### src/hw/rtl/ffpa_pkg.sv
`timescale 1ns / 1ps

package ffpa_pkg;

  // Size of the page table
  localparam int PAGE_FRAMES = 16;

  localparam int IDX_W   = (PAGE_FRAMES > 1) ? $clog2(PAGE_FRAMES) : 1;
  localparam int CNT_W   = $clog2(PAGE_FRAMES + 1);
  localparam int OWNER_W = 8;
  localparam int ENTRY_W = OWNER_W + 1;   // {used, owner}
  localparam int MASK_W  = 16;
  localparam int DONE_W  = 5;
  localparam int WANT_W  = 5;

  // Command codes
  localparam logic CMD_ALLOC = 1'b0;
  localparam logic CMD_FREE  = 1'b1;

  // Status codes
  localparam logic [1:0] ST_OK        = 2'd0;
  localparam logic [1:0] ST_SHORT     = 2'd1;
  localparam logic [1:0] ST_NOT_FOUND = 2'd2;

  typedef struct packed {
    logic [1:0]        status;
    logic [DONE_W-1:0] pages_done;
    logic [MASK_W-1:0] page_mask;
  } result_t;

  typedef struct packed {
    logic               cmd;
    logic [OWNER_W-1:0] owner_id;
    logic [WANT_W-1:0]  page_count;
  } request_t;

endpackage

### src/hw/rtl/ffpa_ram.sv
`timescale 1ns / 1ps

module ffpa_ram #(
  parameter int WIDTH = 8,
  parameter int DEPTH = 16
) (
  input  logic                                        clk,
  input  logic                                        we,
  input  logic [((DEPTH > 1) ? $clog2(DEPTH) : 1)-1:0] waddr,
  input  logic [WIDTH-1:0]                            wdata,
  input  logic [((DEPTH > 1) ? $clog2(DEPTH) : 1)-1:0] raddr,
  output logic [WIDTH-1:0]                            rdata
);

  logic [WIDTH-1:0] mem [DEPTH];

  // Single write port, registered read port
  always_ff @(posedge clk) begin
    if (we) begin
      mem[waddr] <= wdata;
    end
    rdata <= mem[raddr];
  end

endmodule

### src/hw/rtl/ffpa_ctrl.sv
`timescale 1ns / 1ps

module ffpa_ctrl import ffpa_pkg::*; (
  input  logic     clk,
  input  logic     rst_n,
  input  logic     start,
  input  request_t req,
  input  logic     out_free,
  output logic     busy,
  output logic     fin,
  output result_t  res
);

  localparam logic [1:0] S_IDLE = 2'd0;
  localparam logic [1:0] S_SCAN = 2'd1;
  localparam logic [1:0] S_FIN  = 2'd2;

  logic [1:0]        state_r, state_nxt;
  request_t          req_r, req_nxt;
  logic [CNT_W-1:0]  idx_r, idx_nxt;
  logic              chk_v_r, chk_v_nxt;
  logic [IDX_W-1:0]  chk_addr_r, chk_addr_nxt;
  logic [CNT_W-1:0]  done_r, done_nxt;
  logic [MASK_W-1:0] mask_r, mask_nxt;
  logic [PAGE_FRAMES-1:0] vld_r, vld_nxt;

  logic               issue;
  logic [ENTRY_W-1:0] rdata;
  logic               ent_used;
  logic [OWNER_W-1:0] ent_owner;
  logic               we;
  logic [ENTRY_W-1:0] wdata;
  logic               take;
  logic               last_chk;

  // Page table: one word per frame
  ffpa_ram #(
    .WIDTH (ENTRY_W),
    .DEPTH (PAGE_FRAMES)
  ) u_ram (
    .clk   (clk),
    .we    (we),
    .waddr (chk_addr_r),
    .wdata (wdata),
    .raddr (idx_r[IDX_W-1:0]),
    .rdata (rdata)
  );

  // Entry never written since reset reads as free
  assign ent_used  = vld_r[chk_addr_r] & rdata[ENTRY_W-1];
  assign ent_owner = rdata[OWNER_W-1:0];

  assign issue    = (state_r == S_SCAN) && (32'(idx_r) < PAGE_FRAMES);
  assign last_chk = chk_v_r && (32'(chk_addr_r) == PAGE_FRAMES - 1);

  // Per-frame decision on the word just read
  always_comb begin
    take  = 1'b0;
    wdata = '0;
    if (chk_v_r) begin
      if (req_r.cmd == CMD_ALLOC) begin
        take  = !ent_used && (32'(done_r) < 32'(req_r.page_count));
        wdata = {1'b1, req_r.owner_id};
      end else begin
        take  = ent_used && (ent_owner == req_r.owner_id);
        wdata = '0;
      end
    end
  end
  assign we = take;

  // Sequencer
  always_comb begin
    state_nxt    = state_r;
    req_nxt      = req_r;
    idx_nxt      = idx_r;
    chk_v_nxt    = 1'b0;
    chk_addr_nxt = chk_addr_r;
    done_nxt     = done_r;
    mask_nxt     = mask_r;
    vld_nxt      = vld_r;
    fin          = 1'b0;
    case (state_r)
      S_IDLE: begin
        if (start) begin
          req_nxt   = req;
          idx_nxt   = '0;
          done_nxt  = '0;
          mask_nxt  = '0;
          state_nxt = S_SCAN;
        end
      end
      S_SCAN: begin
        if (issue) begin
          chk_v_nxt    = 1'b1;
          chk_addr_nxt = idx_r[IDX_W-1:0];
          idx_nxt      = idx_r + 1'b1;
        end
        if (take) begin
          vld_nxt[chk_addr_r] = 1'b1;
          done_nxt            = done_r + 1'b1;
          if (32'(chk_addr_r) < MASK_W) begin
            mask_nxt[4'(chk_addr_r)] = 1'b1;
          end
        end
        if (last_chk) begin
          state_nxt = S_FIN;
        end
      end
      S_FIN: begin
        if (out_free) begin
          fin       = 1'b1;
          state_nxt = S_IDLE;
        end
      end
      default: begin
        state_nxt = S_IDLE;
      end
    endcase
  end

  // Result word
  always_comb begin
    res.page_mask  = mask_r;
    res.pages_done = (32'(done_r) > 31) ? 5'd31 : 5'(done_r);
    if (req_r.cmd == CMD_ALLOC) begin
      if (req_r.page_count == '0 || 32'(done_r) == 32'(req_r.page_count)) begin
        res.status = ST_OK;
      end else begin
        res.status = ST_SHORT;
      end
    end else begin
      res.status = (done_r != '0) ? ST_OK : ST_NOT_FOUND;
    end
  end

  assign busy = (state_r != S_IDLE);

  always_ff @(posedge clk) begin
    if (!rst_n) begin
      state_r <= S_IDLE;
      chk_v_r <= 1'b0;
      vld_r   <= '0;
    end else begin
      state_r <= state_nxt;
      chk_v_r <= chk_v_nxt;
      vld_r   <= vld_nxt;
    end
    req_r      <= req_nxt;
    idx_r      <= idx_nxt;
    chk_addr_r <= chk_addr_nxt;
    done_r     <= done_nxt;
    mask_r     <= mask_nxt;
  end

endmodule

### src/hw/rtl/first_free_page_allocator.sv
`timescale 1ns / 1ps
// First-fit page frame allocator.
// Input channel (in_valid / in_stall): one word holds cmd, owner_id and
// page_count. cmd allocate gives the first free frames in page order to
// owner_id; cmd free releases every frame that owner_id holds.
// Output channel (out_valid / out_stall): one word per request with status,
// pages_done and page_mask of the frames touched.
// Walk: a request walks the whole page table held in a RAM with one read
// and one write port, one frame read per cycle with the read-modify-write
// done in the cycle after each read. One request is worked on at a
// time; in_stall is high from acceptance until the result moves into the
// output register, so a new word is not taken while a walk is under way.
// The result sits in an output register; a new request is taken while it
// waits. If the receiver stalls and a second result is ready, the walk
// holds in its final state until the register empties.
// Reset (rst_n low, synchronous) marks every frame free at once through
// per-frame valid flags; no clearing pass is needed.
module first_free_page_allocator import ffpa_pkg::*; (
  input  logic               clk,
  input  logic               rst_n,
  input  logic               in_valid,
  output logic               in_stall,
  input  logic               in_cmd,
  input  logic [OWNER_W-1:0] in_owner_id,
  input  logic [WANT_W-1:0]  in_page_count,
  output logic               out_valid,
  input  logic               out_stall,
  output logic [1:0]         out_status,
  output logic [DONE_W-1:0]  out_pages_done,
  output logic [MASK_W-1:0]  out_page_mask
);

  request_t req;
  result_t  res;
  result_t  res_r;
  logic     out_valid_r, out_valid_nxt;
  logic     busy, fin, out_free, start;

  assign req.cmd        = in_cmd;
  assign req.owner_id   = in_owner_id;
  assign req.page_count = in_page_count;

  assign in_stall = busy;
  assign start    = in_valid && !busy;
  assign out_free = !out_valid_r || !out_stall;

  ffpa_ctrl u_ctrl (
    .clk      (clk),
    .rst_n    (rst_n),
    .start    (start),
    .req      (req),
    .out_free (out_free),
    .busy     (busy),
    .fin      (fin),
    .res      (res)
  );

  // Output register
  always_comb begin
    out_valid_nxt = out_valid_r;
    if (fin) begin
      out_valid_nxt = 1'b1;
    end else if (!out_stall) begin
      out_valid_nxt = 1'b0;
    end
  end

  always_ff @(posedge clk) begin
    if (!rst_n) begin
      out_valid_r <= 1'b0;
    end else begin
      out_valid_r <= out_valid_nxt;
    end
    if (fin) begin
      res_r <= res;
    end
  end

  assign out_valid      = out_valid_r;
  assign out_status     = res_r.status;
  assign out_pages_done = res_r.pages_done;
  assign out_page_mask  = res_r.page_mask;

endmodule
### config.mk
export PLATFORM = sky130hd
export DESIGN_NAME = first_free_page_allocator
export DESIGN_NICKNAME = d
export VERILOG_FILES = /design/src/hw/rtl/ffpa_pkg.sv /design/src/hw/rtl/ffpa_ram.sv /design/src/hw/rtl/ffpa_ctrl.sv /design/src/hw/rtl/first_free_page_allocator.sv
export SDC_FILE = /design/constraint.sdc
export NUM_CORES = 1
export LEC_CHECK = 0
export BUFFER_PORTS_ARGS = -buffer_cell sky130_fd_sc_hd__buf_2
export CAP_MARGIN = 10
export CORE_MARGIN = 8
export CORE_UTILIZATION = 59
export CTS_CLUSTER_SIZE = 24
export DETAILED_ROUTE_END_ITERATION = 7
export PLACE_DENSITY = 0.86
export SLEW_MARGIN = 20
export SYNTH_ARGS = -nofsm -noshare
export SYNTH_HDL_FRONTEND = slang
export SYNTH_SLANG_ARGS = --single-unit
### constraint.sdc
create_clock -name clk -period 8.1 [get_ports clk]
set_input_delay 1.215 -clock clk [delete_from_list [all_inputs] [get_ports clk]]
set_output_delay 1.215 -clock clk [all_outputs]
set_load 0.03 [all_outputs]
==> qor.txt, run 1 <==
Yosys reg bits = 240
slowest stage delay, CP = 0.77 ns
global-route usage over all layers = 0.199
Horiz. Die Dim = 142 microns
worst rel slew slack = 0.281
CP Capture Type = register
final wirelength = 19700 microns
Syn Area/Cell = 17.7 sq um
number of placed instances, taps included = 764
Peak Freq = 323 MHz
Clock Tree Buf Depth = 3
max-slew violation count = 0
Syn Inst Count = 529
DRC errors left = 0
CTS tree = built
Worst Tran Pin Value = 1.06 ns
Reg clk slew, reported paths = 0.06 ns
wire per inst = 24.4 microns
Critical Path, Cell by Cell = nor2b_1, a2111oi_0, a221oi_1, a22oi_2, mux2i_2, buf_4, nor2_1
shortest period the worst path allows = 3.10 ns
Antenna Cells = 0
Final Non-Filler Cells = 806
sequential fraction of the synthesis area = 0.738
DR iter-0 viols = 558
HP Class = reg -> reg
startpoint type of the worst setup path = register
Resized Gates After CTS = 0
Crit Path Class = reg -> reg
worst skew pair latency = 0.53 ns
period utilisation layout = 0.383
most common cell after layout, fill and taps aside = edfxtp_1
Placed Area = 9760 sq um
pwr/cell area = 258 nW/um^2
Pleak = 3.63 nW
htree depth = 1
Req. time, crit path = 8.25 ns
R2R Setup Slk = 5.00 ns
Slowest-stage cell, CP = edfxtp_1
cts hold-fix bufs = 0
DR vias = 4934
Post-CTS Repair Setup Buffers = 0
outcome = complete, no violations
area delta synth->final = 13.0%
# setup viols final = 0
num rows = 46
Warnings, synthesis = 0
Fin. Hold Viols = 0
Max Cap Violations = 0
Overflow after GRT = 0
I/O pin count = 43
number of global-route vias before repair = 4948
Final Core Density = 0.674
hold_ws = 0.456 ns
first-pass GRT wire length = 29700 microns
via/cell ratio = 6.12
Top delay family on crit path = compound AO/OA/AOI/OAI gates
Nets = 599
Setup TNS = 0 ns
clock skew = 0.0221 ns
Arrival @ worst endpoint = 3.25 ns
Buf/Inv on CP = 1
RSZ-0062 raised after global routing = false
Starting Density = 0.597
RD Place Congestion = 0.909
DRT Pass-1 Iters = 5
most frequent cells in the layout = 211 x edfxtp_1, 45 x mux4_2, 42 x buf_2
final instance area = 10600 sq um
CTS sink cnt = 240
synthesized area = 9370 sq um
Synth Net Count = 555
largest net degree at the start of global routing = 41
count of cell types in the netlist = 40
root buffer cell = clkbuf_16
Core Region = 15700 sq um
buffers added on ports = 42
Detailed Place HPWL = 12800 microns
Post-DRT Antenna Nets = 0
initial antenna violation count = 0
CP Max Fanout = 17
layout cells sized above 1 = 0.259
die height = 142 microns
Peak VDD IR = 0.000296 V
cts bufs inserted = 23
die area = 20200 sq um
## per-stage QoR
stage | worst slack (ns) | total power [mW]
floorplan | 4.62 | 1.54
global placement | 5.21 | 1.59
detailed placement | 5.03 | 1.60
CTS | 5.02 | 2.75
global route | 4.83 | 2.81
finish | 5.00 | 2.74
## cell type report
| class | count | area (sq um) |
|---|---|---|
| inverters | 16 | 60.1 |
| flip-flops and latches | 240 | 6920 |
| multi-input cells | 246 | 2280 |
| clock buffers | 25 | 583 |
| repair buffers | 46 | 240 |
| well taps | 216 | 270 |
| fillers | 991 | 5120 |
| clock inverters | 17 | 245 |
## flip-flops by register name, summed over array words and instances, names as in the netlist
signal / cells
u_ctrl.req_r: 14
u_ctrl.idx_r: 5
u_ctrl.done_r: 5
u_ctrl.u_ram.rdata: 9
out_status: 2
out_pages_done: 5
u_ctrl.chk_addr_r: 4
u_ctrl.chk_v_r: 1
u_ctrl.u_ram.mem: 144
u_ctrl.state_r: 2
out_valid: 1
u_ctrl.vld_r: 16
out_page_mask: 16
u_ctrl.mask_r: 16
## cells in the mapped netlist, drive strengths merged
master | n | share of area
nand4b | 1 | 0.00093
o22ai | 1 | 0.00067
nor4 | 5 | 0.0049
a21boi | 2 | 0.0016
edfxtp | 211 | 0.68
o311ai | 1 | 0.0017
ha | 8 | 0.011
xnor2 | 6 | 0.0056
dfxtp | 29 | 0.062
a22oi | 1 | 0.0013
nand4 | 1 | 0.00067
clkbuf | 18 | 0.0072
and4 | 1 | 0.00093
mux2i | 8 | 0.0093
nor2b | 10 | 0.0067
a311oi | 1 | 0.00093
a221oi | 2 | 0.0019
inv | 16 | 0.0064
nor2 | 40 | 0.019
a21oi | 17 | 0.0091
a211oi | 1 | 0.00080
mux2 | 1 | 0.0016
xor2 | 8 | 0.0075
and2 | 12 | 0.0080
a2111oi | 1 | 0.00093
nand3 | 13 | 0.0069
mux4 | 45 | 0.11
o21ai | 19 | 0.014
nand2 | 36 | 0.014
or4b | 1 | 0.0011
buf | 9 | 0.0068
nand2b | 2 | 0.0013
nor3 | 2 | 0.0011
## metal layers
metal  wire, microns  GRT usage  vias to the layer above
li1                -          -                     2116
met1            7250      0.249                     2498
met2            9950      0.336                      270
met3            1760     0.0436                       50
met4             717     0.0741                        0
met5               0          0                        -
## power by group
part | total [mW] | switching (mW) | internal [mW]
clock | 1.17 | 0.451 | 0.715
sequential | 1.40 | 0.0274 | 1.37
combinational | 0.173 | 0.0957 | 0.0772
## cell families after synthesis
group,count (synthesis),synth area share
simple gates,124,0.0657
flops,240,0.738
mux,54,0.119
compound gates,46,0.0331
fa+ha+maj,8,0.0107
buf+inv,43,0.0204
xor+xnor,14,0.0131
## final timing paths
path / from / endpoint / depth (start not counted)
setup / recovery: u_ctrl.chk_addr_r[1] / u_ctrl.u_ram.mem[9][2] / 7
hold / removal: u_ctrl.mask_r[12] / out_page_mask[12] / 0
setup reg to reg: u_ctrl.chk_addr_r[1] / u_ctrl.u_ram.mem[9][2] / 7
hold reg to reg: u_ctrl.mask_r[12] / out_page_mask[12] / 0
No activity file was read; power rests on OpenSTA's default activity.
==> run 2: changes to the inputs <==
--- a/config.mk
+++ b/config.mk
@@ -8,10 +8,10 @@
 export BUFFER_PORTS_ARGS = -buffer_cell sky130_fd_sc_hd__buf_2
 export CAP_MARGIN = 10
 export CORE_MARGIN = 8
-export CORE_UTILIZATION = 59
+export CORE_UTILIZATION = 55
 export CTS_CLUSTER_SIZE = 24
 export DETAILED_ROUTE_END_ITERATION = 7
-export PLACE_DENSITY = 0.86
+export PLACE_DENSITY = 0.84
 export SLEW_MARGIN = 20
 export SYNTH_ARGS = -nofsm -noshare
 export SYNTH_HDL_FRONTEND = slang
==> constraint.sdc (replaced) <==
create_clock -name clk -period 2.68 [get_ports clk]
set_input_delay 0.402 -clock clk [delete_from_list [all_inputs] [get_ports clk]]
set_output_delay 0.402 -clock clk [all_outputs]
set_load 0.03 [all_outputs]
==> qor.txt, run 2 (synthesized netlist as in run 1, its figures left out) <==
outcome = complete, no violations
hold_ws = 0.0568 ns
layout cells sized above 1 = 0.319
cts bufs inserted = 24
Placed Area = 10000 sq um
startpoint type of the worst setup path = register
Arrival @ worst endpoint = 2.88 ns
Fin. Hold Viols = 0
largest net degree at the start of global routing = 41
CP Capture Type = register
Core Region = 16600 sq um
worst rel slew slack = 0.467
register share of total power = 0.494
largest register by flop count = u_ctrl.u_ram.mem
Largest register FFs = 144
htree depth = 1
Worst Tran Pin Value = 0.792 ns
cts hold-fix bufs = 0
period utilisation layout = 0.996
CTS sink cnt = 240
die area = 21500 sq um
max-slew violation count = 0
initial antenna violation count = 0
Overflow after GRT = 0
Net Sw Frac = 0.208
Peak Freq = 375 MHz
Filler Cells Inserted = 1047
first-pass GRT wire length = 29900 microns
final instance area = 11100 sq um
Post-DRT Antenna Nets = 0
Req. time, crit path = 2.89 ns
global-route usage over all layers = 0.179
WHS Path Cells = 1
Int Power = 6.76 mW
Antenna Cells = 0
Clock Tree Buf Depth = 3
worst skew pair latency = 0.52 ns
DR vias = 5064
most frequent cells in the layout = 211 x edfxtp_1, 45 x mux4_2, 42 x buf_2
pwr/cell area = 771 nW/um^2
most common cell after layout, fill and taps aside = edfxtp_1
RD Place Congestion = 0.898
area delta synth->final = 18.1%
combinational fraction of design power = 0.068
CP Max Fanout = 21
final wirelength = 19400 microns
root buffer cell = clkbuf_16
num rows = 47
Horiz. Die Dim = 147 microns
# setup viols final = 0
shortest period the worst path allows = 2.67 ns
CTS tree = built
Peak VDD IR = 0.000552 V
via/cell ratio = 5.98
number of global-route vias before repair = 5186
Nets = 635
I/O pin count = 43
Final Core Density = 0.665
Reg clk slew, reported paths = 0.06 ns
buffers added on ports = 42
Max Cap Violations = 0
reg2reg path depth = 9
wire per inst = 23.0 microns
DR iter-0 viols = 489
Starting Density = 0.563
HP Class = in -> reg
clock skew = 0.0165 ns
DRT Pass-1 Iters = 5
Clk pwr share = 0.438
Pleak = 3.86 nW
Detailed Place HPWL = 12500 microns
RSZ-0062 raised after global routing = true
die height = 147 microns
R2R Setup Slk = 0.01 ns
DRC errors left = 0
NetSw = 1.78 mW
Crit Path Class = reg -> reg
[run 2: changes by cell type in the layout (fill, tap and decap cells not counted), sizes merged]
| cell | delta |
|---|---|
| bufinv | +1 |
| clkinvlp | -1 |
| clkinv | -2 |
| buf | +35 |
| clkbuf | +4 |
[run 2: layer usage]
layer  track usage  routed length (microns)  up-vias
met5             0                        0        -
met4        0.0546                      477        0
met3        0.0396                     1550       38
met2         0.299                     9840      255
met1         0.229                     7580     2574
li1              -                        -     2197
[run 2: path summary, 6_finish.rpt]
| path | end | start |
|---|---|---|
| worst max-delay path | u_ctrl.mask_r[5] | u_ctrl.chk_addr_r[1] |
| worst min-delay path | u_ctrl.req_r[6] | in_owner_id[1] |
| worst max register to register | u_ctrl.mask_r[5] | u_ctrl.chk_addr_r[1] |
| worst min register to register | out_page_mask[12] | u_ctrl.mask_r[12] |
[run 2: cell type report]
class,instances,area [sq um],share of cell area
sequential,240,6920,0.625
multi-input combinational,246,2350,0.212
clock buffer,29,619,0.0559
timing repair buffer,81,578,0.0522
tap,220,275,0.0249
clock inverter,15,272,0.0245
inverter,16,60.1,0.00542
[run 2: worst max-delay path: stages, from the launching register on]
cell	delay (ns)
edfxtp_1	0.52
buf_4	0.23
mux2i_1	0.12
a311oi_1	0.41
a22oi_2	0.18
mux2i_2	0.21
buf_12	0.17
buf_4	0.15
o21ai_2	0.17
buf_12	0.19
[run 2: metrics by stage]
stage	worst slack (ns)	power, mW	TNS (ns)	cells
CTS	-0.188	8.57	-6.77	842
finish	0.0112	8.53	0	847
global route	-0.0115	8.76	-0.0890	847
floorplan	0.157	4.67	0	529
detailed placement	-0.104	4.86	-7.42	798
global placement	0.0407	4.84	0	798
[run 2: what timing repair did]
item / CTS / global route
endpoints found under the setup margin: 136 / 158
buffers inserted: 0 / 5
resized for setup: 10 / 9
hold endpoints to repair: 0 / 0
pin swaps: 1 / 4
[run 2: power groups by stage]
stage | clock network [mW] | logic (mW) | registers (mW)
2_1_floorplan | 0 | 0.406 | 4.26
3_3_place_gp | 0 | 0.555 | 4.28
3_5_place_dp | 0 | 0.572 | 4.29
4_1_cts | 3.78 | 0.579 | 4.21
5_1_grt | 3.91 | 0.625 | 4.22
6_report | 3.74 | 0.581 | 4.21
==> run 3: changes to the inputs <==
--- a/config.mk
+++ b/config.mk
@@ -7,6 +7,7 @@
 export LEC_CHECK = 0
 export BUFFER_PORTS_ARGS = -buffer_cell sky130_fd_sc_hd__buf_2
 export CAP_MARGIN = 10
+export CORE_ASPECT_RATIO = 0.7
 export CORE_MARGIN = 8
 export CORE_UTILIZATION = 55
 export CTS_CLUSTER_SIZE = 24
==> qor.txt, run 3 (synthesized netlist as in run 1, its figures left out) <==
outcome = complete, no violations
Int Power = 6.33 mW
CTS tree = built
layout cells sized above 1 = 0.317
worst rel slew slack = 0.412
HP Class = in -> reg
DRT Pass-1 Iters = 7
num rows = 40
DRC errors left = 0
Overflow after GRT = 0
die height = 125 microns
Filler Cells Inserted = 1121
buffers added on ports = 42
Clk pwr share = 0.404
largest net degree at the start of global routing = 40
RD Place Congestion = 0.914
crit-path most repeated cell = buf_4
CP Capture Type = register
final instance area = 10900 sq um
period utilisation layout = 0.980
die area = 21500 sq um
worst skew pair latency = 0.51 ns
final wirelength = 21100 microns
Detailed Place HPWL = 13400 microns
Req. time, crit path = 2.93 ns
wire per inst = 24.8 microns
most frequent cells in the layout = 211 x edfxtp_1, 45 x mux4_2, 42 x buf_2
# setup viols final = 0
Nets = 631
Core Region = 16900 sq um
number of placed instances, taps included = 800
cts hold-fix bufs = 0
Antenna Cells = 0
first-pass GRT wire length = 31900 microns
Buf/Inv on CP = 4
Final Core Density = 0.646
combinational fraction of design power = 0.073
Peak VDD IR = 0.000577 V
DR vias = 5138
Fin. Hold Viols = 0
Placed Area = 9960 sq um
DR iter-0 viols = 544
slowest stage delay, CP = 0.44 ns
pwr/cell area = 739 nW/um^2
area delta synth->final = 16.7%
most common cell after layout, fill and taps aside = edfxtp_1
CTS sink cnt = 240
Slowest-stage cell, CP = edfxtp_1
initial antenna violation count = 0
shortest period the worst path allows = 2.63 ns
Setup TNS = 0 ns
Starting Density = 0.554
global-route usage over all layers = 0.199
htree depth = 1
root buffer cell = clkbuf_16
Max Cap Violations = 0
Top delay family on crit path = buffers and inverters
Final Non-Filler Cells = 852
CP Max Fanout = 9
Crit Path Class = reg -> reg
I/O pin count = 43
number of global-route vias before repair = 5126
Peak Freq = 381 MHz
startpoint type of the worst setup path = register
post-route setup slack = 0.0547 ns
Pleak = 3.76 nW
Arrival @ worst endpoint = 2.88 ns
cts bufs inserted = 22
Largest register FFs = 144
via/cell ratio = 6.03
NetSw = 1.74 mW
Net Sw Frac = 0.216
register share of total power = 0.523
Post-DRT Antenna Nets = 0
Reg clk slew, reported paths = 0.07 ns
largest register by flop count = u_ctrl.u_ram.mem
Worst Tran Pin Value = 0.882 ns
Horiz. Die Dim = 172 microns
clock skew = 0.0178 ns
post-place setup slack = -0.483 ns
Critical Path, Cell by Cell = buf_4, mux2_4, o311ai_2, a221oi_1, a22oi_2, buf_4, mux2i_4, buf_12, buf_6, nor2_4
max-slew violation count = 0
Clock Tree Buf Depth = 3
run 3: cell count changes in the layout (fill, tap and decap cells not counted), sizes merged:
cell and delta:
clkbuf +2, clkinv -3, bufinv -5, clkinvlp +2, nor2 +4, buf -6
run 3: worst paths after layout:
path / from / to / slack, ns / cells after the start
max: u_ctrl.chk_addr_r[1] / u_ctrl.u_ram.mem[8][3] / 0.05 / 10
min: in_page_count[2] / u_ctrl.req_r[2] / 0.07 / 1
max reg2reg: u_ctrl.chk_addr_r[1] / u_ctrl.u_ram.mem[8][3] / 0.05 / 10
min reg2reg: u_ctrl.mask_r[14] / out_page_mask[14] / 0.44 / 0
run 3: power groups by stage:
stage | clock, mW | combinational (mW) | sequential [mW]
2_1_floorplan | 0 | 0.406 | 4.26
3_3_place_gp | 0 | 0.539 | 4.29
3_5_place_dp | 0 | 0.560 | 4.30
4_1_cts | 3.28 | 0.573 | 4.22
5_1_grt | 3.43 | 0.637 | 4.23
6_report | 3.26 | 0.592 | 4.22
run 3: metal layers:
layer,part of all wire,wire length [microns],vias to the layer above,track usage
li1,-,-,2198,-
met1,0.41,8570,2543,0.291
met2,0.45,9480,356,0.284
met3,0.12,2630,41,0.0635
met4,0.021,445,0,0.0521
met5,0,0,-,0
run 3: per-stage QoR:
step                total power, mW  hold slack, ns
finish                         8.08          0.0749
global placement               4.83           0.441
CTS                            8.08          0.0631
floorplan                      4.67           0.417
detailed placement             4.86           0.444
global route                   8.30          0.0663
run 3: repair_timing:
item | 4_1_cts | 5_1_grt
pin swaps | 0 | 8
hold endpoints to repair | 0 | 0
setup buffers | 5 | 3
cloned | 0 | 4
resized for setup | 12 | 13
endpoints found under the setup margin | 165 | 165
run 3: final cells by class:
| type | instances | area [sq um] | share of cell area |
|---|---|---|---|
| clock buffer | 31 | 657 | 0.0601 |
| clock inverter | 9 | 110 | 0.0101 |
| timing repair buffer | 75 | 503 | 0.0460 |
| sequential | 240 | 6920 | 0.633 |
| inverter | 16 | 60.1 | 0.00549 |
| multi-input combinational | 250 | 2400 | 0.219 |
| tap | 231 | 289 | 0.0264 |
run 3: worst reg2reg max path: stages (launching register included):
cell and delay [ns]:
edfxtp_1 0.44, buf_4 0.18, mux2_4 0.30, o311ai_2 0.21, a221oi_1 0.09, a22oi_2 0.17, buf_4 0.17, mux2i_4 0.33
buf_12 0.18, buf_6 0.19, nor2_4 0.09
